### src/rtl/q2e_pkg.sv
// Package for the quaternion to Euler angle converter.
// Types, fixed-point constants and the CORDIC arctangent table; no dependencies.
package q2e_pkg;

    localparam int SQRT_STAGES = 31;   // one result bit per stage, 2^60 down to 2^0
    localparam int DW          = 40;   // width of the product-term datapath
    localparam int CW          = 44;   // CORDIC x/y width
    localparam int ZW          = 35;   // CORDIC angle width, Q.30

    localparam logic signed [DW-1:0] ONE_Q30    = 40'sd1073741824;
    localparam logic signed [DW-1:0] THRESH_Q30 = 40'sd536763538;
    localparam logic signed [ZW-1:0] PI_Q30     = 35'sd3373259426;
    localparam logic signed [31:0]   HALF_PI_Q28 = 32'sd421657428;
    localparam logic [63:0]          ONE_Q60    = 64'd1 << 60;

    typedef enum logic [1:0] {
        SC_NORMAL = 2'd0,
        SC_NORTH  = 2'd1,
        SC_SOUTH  = 2'd2
    } t_sc;

    // Terms that travel alongside the square root
    typedef struct packed {
        logic signed [DW-1:0] hy;
        logic signed [DW-1:0] hx;
        logic signed [DW-1:0] ry;
        logic signed [DW-1:0] rx;
        logic signed [31:0]   s;
        t_sc                  sc;
    } t_side;

    // round(atan(2^-i) * 2^30)
    function automatic logic [29:0] atan_q30(input int i);
        logic [29:0] v;
        case (i)
            0:  v = 30'd843314857;
            1:  v = 30'd497837829;
            2:  v = 30'd263043837;
            3:  v = 30'd133525159;
            4:  v = 30'd67021687;
            5:  v = 30'd33543516;
            6:  v = 30'd16775851;
            7:  v = 30'd8388437;
            8:  v = 30'd4194283;
            9:  v = 30'd2097149;
            default: v = (i < 31) ? 30'(64'd1 << (30 - i)) : 30'd0;
        endcase
        return v;
    endfunction

endpackage

### src/rtl/q2e_isqrt.sv
// Pipelined floor square root of a 61-bit value, one result bit per stage.
// Depends on q2e_pkg.
module q2e_isqrt (
    input  logic        i_clk,
    input  logic        i_en,
    input  logic [60:0] i_v,
    output logic [30:0] o_root
);
    import q2e_pkg::*;

    logic [60:0] r_v [1:SQRT_STAGES];
    logic [61:0] r_r [1:SQRT_STAGES];

    genvar k;
    generate
        for (k = 0; k < SQRT_STAGES; k++) begin : g_stage
            localparam logic [61:0] BIT = 62'd1 << (60 - 2 * k);
            logic [60:0] v_in;
            logic [61:0] r_in;
            logic [61:0] trial;
            logic [60:0] n_v;
            logic [61:0] n_r;
            if (k == 0) begin : g_first
                assign v_in = i_v;
                assign r_in = '0;
            end else begin : g_next
                assign v_in = r_v[k];
                assign r_in = r_r[k];
            end
            always_comb begin
                trial = r_in + BIT;
                if ({1'b0, v_in} >= trial) begin
                    n_v = 61'({1'b0, v_in} - trial);
                    n_r = (r_in >> 1) + BIT;
                end else begin
                    n_v = v_in;
                    n_r = r_in >> 1;
                end
            end
            always_ff @(posedge i_clk) begin
                if (i_en) begin
                    r_v[k+1] <= n_v;
                    r_r[k+1] <= n_r;
                end
            end
        end
    endgenerate

    assign o_root = r_r[SQRT_STAGES][30:0];

endmodule

### config.mk
export PLATFORM = sky130hd
export DESIGN_NAME = q2e_isqrt
export DESIGN_NICKNAME = d
export VERILOG_FILES = /design/src/rtl/q2e_pkg.sv /design/src/rtl/q2e_isqrt.sv
export SDC_FILE = /design/constraint.sdc
export NUM_CORES = 2
export LEC_CHECK = 0
export BUFFER_PORTS_ARGS = -buffer_cell sky130_fd_sc_hd__buf_2
export CAP_MARGIN = 15
export CORE_MARGIN = 3
export CORE_UTILIZATION = 65
export DETAILED_ROUTE_END_ITERATION = 12
export PLACE_DENSITY = 0.9
export RECOVER_POWER = 100
export SETUP_SLACK_MARGIN = 0.4
export SLEW_MARGIN = 30
export SYNTH_ARGS = -nofsm -noshare
export SYNTH_HDL_FRONTEND = slang
export SYNTH_SLANG_ARGS = --single-unit
### constraint.sdc
create_clock -name i_clk -period 9.6 [get_ports i_clk]
set_clock_uncertainty 0.15 [all_clocks]
set_input_delay 0.96 -clock i_clk [delete_from_list [all_inputs] [get_ports i_clk]]
set_output_delay 0.96 -clock i_clk [all_outputs]
set_load 0.01 [all_outputs]
======== After elaboration in Yosys (flattened, before gate mapping) ========
Memory sizes are Yosys's and may differ from the RTL's.
Index checks and enable logic that the tools add are counted.
operators by class
  $add $sub $neg .......................... 91
  order comparisons ....................... 31
  multiplexer cells ....................... 64
operator list
  cell                                                               number
  61-bit two-way mux                                                 32
  61-bit by 62-bit greater-or-equal comparator with 1-bit output     30
  62-bit two-way mux                                                 30
  61-bit subtractor                                                  30
  61-bit by 1-bit adder with 62-bit output (second input constant)   1
  61-bit by 11-bit adder with 62-bit output (second input constant)  1
  61-bit by 13-bit adder with 62-bit output (second input constant)  1
  61-bit by 15-bit adder with 62-bit output (second input constant)  1
  61-bit by 17-bit adder with 62-bit output (second input constant)  1
  61-bit by 19-bit adder with 62-bit output (second input constant)  1
  61-bit by 21-bit adder with 62-bit output (second input constant)  1
  61-bit by 23-bit adder with 62-bit output (second input constant)  1
  61-bit by 25-bit adder with 62-bit output (second input constant)  1
  61-bit by 27-bit adder with 62-bit output (second input constant)  1
  61-bit by 29-bit adder with 62-bit output (second input constant)  1
  61-bit by 3-bit adder with 62-bit output (second input constant)   1
  61-bit by 31-bit adder with 62-bit output (second input constant)  1
  61-bit by 33-bit adder with 62-bit output (second input constant)  1
  61-bit by 35-bit adder with 62-bit output (second input constant)  1
  61-bit by 37-bit adder with 62-bit output (second input constant)  1
  61-bit by 39-bit adder with 62-bit output (second input constant)  1
  61-bit by 41-bit adder with 62-bit output (second input constant)  1
  61-bit by 43-bit adder with 62-bit output (second input constant)  1
  61-bit by 45-bit adder with 62-bit output (second input constant)  1
  other kinds (43)                                                   44
word-level totals
  flip-flop bits (word level) ............. 0
  memory bits (writable) .................. 3,813
  input port bits ......................... 63
  output and inout bits ................... 31
  word-level logic and storage cells ...... 188
  memories kept ........................... 2
memories
  name  depth  bits a word  read ports  clocked after memory_dff  write ports  line             source
  r_r   31     62           31          0                         31           q2e_isqrt.sv:12  logic [61:0] r_r [1:SQRT_STAGES];
  r_v   31     61           30          0                         31           q2e_isqrt.sv:11  logic [60:0] r_v [1:SQRT_STAGES];

======== Depth between registers and ports, before layout ========
An unclocked memory read counts as a cell.
  word-level depth ........................ 4
  gate-level depth with buffers ........... 14
  gate-level depth less buffers ........... 12

======== Worst setup path after synthesis ========
Ideal clock, no wire load.
  path type ............................... flip-flop to flip-flop
  start point ............................. register, netlist name r_v[0][1797]
  end point ............................... register, netlist name r_v[0][1874]
  library setup time ...................... 0.258 ns
  arrival ................................. 3.469 ns
  required time ........................... 9.192 ns
  path slack .............................. 5.722 ns
  stages on the path, launching flop included .. 13
  buffers on the path ..................... 2
  period minus slack after synthesis ...... 3.878 ns
  cell sequence ........................... edfxtp_1 > ha_1 > clkbuf_1 > nand2_1 > or4_1 > or4_1 > o211a_1 > or2_2 > a21o_1 > or2_1 > clkbuf_1 > or3_1 > xnor2_1

==> results.md <==
* Run status: finished with violations
* Failing checks: max-capacitance violations, max-slew violations
* Switch Pwr at 9150 uW
* Fillers at 10200
* Yosys warns at 0
* Final cycle utilization of the critical path at 0.645
* DP HPWL at 197000 um
* Total GRT Usage at 0.329
* Drt drc at 0
* Initial Util at 0.656
* H-tree depth at 4
* Setup Fix Bufs, Post-CTS at 0
* WHS Endpoint: r_v[0][100]
* Final setup fails at 0
* Worst-path clk slew at 0.07 ns
* Netlist cell types at 90
* Die area at 176000 um2
* Number of synthesized flops with an enable pin at 2326
* Mapped Nets at 9502
* Worst path top cell family by delay: buffers and inverters
* Worst-skew pair later-pin latency at 0.90 ns
* Routability Congestion at 0.982
* Fin nets at 9680
* Launch point of the worst reg-to-reg path: r_v[0][786]
* Largest cells by area after synthesis: edfxtp_1, ha_1, xnor2_1
* Sw Share at 0.306
* Antenna Nets Post-Route at 0
* WS Path Type: in -> reg
* Worst reg-to-reg setup slack at 3.46 ns
* Share of synthesized registers carrying an async set or reset at 0
* Worst Max-Slew Pin Slew at 4.93 ns
* CTS root buf: clkbuf_16
* FP Rows at 151
* Slew headroom at -2.29
* Cell Pwr Density at 245 nW/um2
* RSZ-0062 raised after global routing: no
* Post-Route WL at 295000 um
* Leakage at 0.0454 uW
* Pint at 20800 uW
* Worst Path Buf+Inv at 3
* Initial antenna violation count at 15
* Crit Path Max Fanout at 171
* CP startpoint kind: input pin
* Avg Synthesized Cell Area at 12.5 um2
* DR vias at 77300
* Worst hold start: i_v[39]
* Vias in the first global route at 74800
* Clock Power Share at 0.309
* # port buffers at 93
* Seq/Total Area, Yosys at 0.627
* Crit path cell chain: buf_12 -> clkbuf_1 -> clkbuf_2
* Total global routing overflow at 0
* Hold buffers post-CTS at 0
* Synth Cell Area at 111000 um2
* 1st-pass router iterations at 10
* Die H at 420 um
* Critical Path End Type: flip-flop
* Crit path largest cell delay at 2.45 ns
* Initial DRC count at 10700
* Routed len/inst at 25.6 um
* Combinational Power Share at 0.218
* Final setup TNS at 0 ns
* Largest net degree at the start of global routing at 212
* Clk sinks at 2326
* Max-slew violation count at 1460
* Synth Register Bits at 2326
* Share of the synthesized area in the top cell type at 0.627
* Post-synthesis instance total at 8915
* Fmax achieved at 162 MHz
* FF-to-FF End: r_v[0][852]
* Hold path depth at 1
* Final core occ at 0.718
* Top FF cell, synth: edfxtp_1
* Area Overhead vs Synth at 9.52%
* Area leader, netlist: edfxtp_1
* Final Hold Viols at 0
* Max clock buf depth at 3
* Sequential share of power at 0.473
* Worst-case vdd ir drop at 0.224 mV
* First-pass GRT wire length at 444000 um
* Die W at 420 um
* Fin crit period at 6.19 ns
* CP max stage cell: clkbuf_2
* Vias/cell at 6.72
* Share of post-route cells with drive strength above 1 at 0.0570
* Clock buffer count from CTS at 222
* Hold WC Path Type: in -> reg
* Crit path required time at 9.84 ns
* Core ar. at 170000 um2
* IO Pins at 94
* Worst-case reg-to-reg path depth at 8
* CTS tree: yes
* Max-cap violation count at 28
* Post-cts resize count at 0
* Crit path DAT at 6.43 ns
==> cell usage after synthesis (42+ instances only) <==
master / count
edfxtp_1: 2326
inv_1: 636
nand2_1: 628
nor2_1: 613
a21oi_1: 549
ha_1: 523
o21ai_0: 464
xnor2_1: 410
xor2_1: 376
nor4_1: 290
nor3_1: 219
a21o_1: 175
clkbuf_1: 171
nand4_1: 135
nand3_1: 129
nand2b_1: 102
or3_1: 97
o21a_1: 94
nor2b_1: 84
or4_1: 73
o31ai_1: 58
a211oi_1: 52
a31oi_1: 46
mux2_2: 45
or2_2: 45
nor4b_1: 43
o211ai_1: 42
==> flip-flops by register name (all words and copies together), names as in the netlist <==
signal,cells
r_v,1830
r_r,496
==> logic make-up after synthesis <==
logic type	Yosys count	synth area share
and+or+nand+nor	2670	0.123
DFF	2326	0.627
AOI/OAI and AO/OA	1728	0.0955
buffers and inverters	822	0.0278
xor gates and xnor gates	786	0.0618
adders and majority gates	524	0.0589
muxes	58	0.00572
other	1	0.0000337
==> how the worst max path moves through the flow <==
stage                 startpoint            to  slack, ns  depth (start not counted)
finish                      i_en  r_v[0][1458]       3.41                          3
global placement    r_v[0][1381]  r_v[0][1452]       5.14                         11
global route                i_en  r_v[0][1456]       2.98                          3
floorplan           r_v[0][1797]  r_v[0][1874]       5.72                         12
CTS                  r_v[0][654]   r_v[0][730]       5.01                         10
detailed placement  r_v[0][1478]  r_v[0][1573]       5.26                         10
==> cell type report <==
class | count | area, um2 | area share
Clock buffer | 255 | 5680 | 0.0465
Timing Repair Buffer | 140 | 798 | 0.00654
Inverter | 636 | 2390 | 0.0196
Clock inverter | 161 | 1990 | 0.0163
Tap cell | 2218 | 2780 | 0.0227
Sequential cell | 2326 | 69800 | 0.572
Multi-Input combinational cell | 5767 | 38500 | 0.316
Antenna cell | 5 | 12.5 | 0.000103
==> worst reg2reg max path, stage by stage (launching register included) <==
cell,delay [ns]
edfxtp_1,0.44
or4_1,0.64
or4b_2,0.65
or4_1,0.42
nor3_1,0.29
a21boi_0,2.42
o41ai_1,0.54
nand3_1,0.27
xnor2_1,0.08
==> per-layer routing <==
layer / global-route usage / part of all wire / up-vias
li1: - / - / 33700
met1: 0.426 / 0.37 / 37000
met2: 0.533 / 0.47 / 5346
met3: 0.0772 / 0.11 / 1234
met4: 0.147 / 0.053 / 16
met5: 0.00250 / 0.00049 / -
==> stage by stage <==
| stage | setup slack (ns) | hold slack, ns | cells | power, uW | instance area [um2] |
|---|---|---|---|---|---|
| after global placement | 5.14 | 0.272 | 11100 | 20300 | 115000 |
| final | 3.41 | 0.0881 | 11500 | 29900 | 122000 |
| after CTS | 5.01 | 0.0360 | 11500 | 29800 | 122000 |
| after detailed placement | 5.26 | 0.281 | 11100 | 20500 | 115000 |
| after floorplan | 5.72 | 0.267 | 8915 | 18400 | 111000 |
| after global routing | 2.98 | 0.0572 | 11500 | 31100 | 122000 |
==> power by group through the flow <==
stage / sequential (uW) / clock, uW / combinational, uW
after floorplan: 13700 / 0 / 4670
after global placement: 14200 / 0 / 6070
after detailed placement: 14300 / 0 / 6260
after CTS: 14100 / 9290 / 6400
after global routing: 14300 / 9680 / 7130
final: 14200 / 9240 / 6530
==> layout by cell type, fill, tap and decap left out, drive strengths merged, types with 28 or more instances in the layout <==
| master | instances |
|---|---|
| a31oi | 46 |
| nand2b | 102 |
| a21o | 175 |
| o31ai | 58 |
| nor4 | 292 |
| nand4 | 135 |
| nor4b | 44 |
| clkbuf | 325 |
| edfxtp | 2326 |
| nor3 | 220 |
| nor2b | 84 |
| or4 | 75 |
| and3 | 29 |
| and2 | 32 |
| o21ai | 467 |
| nand2 | 628 |
| xnor2 | 410 |
| a21oi | 549 |
| or3 | 98 |
| inv | 643 |
| or2 | 49 |
| a211oi | 52 |
| o21a | 95 |
| mux2 | 45 |
| ha | 523 |
| buf | 70 |
| o21bai | 39 |
| bufinv | 35 |
| o211ai | 42 |
| nand3 | 129 |
| xor2 | 376 |
| clkinv | 106 |
| nand3b | 28 |
| nor2 | 613 |
Note: power is estimated with default switching activity, not from simulation.
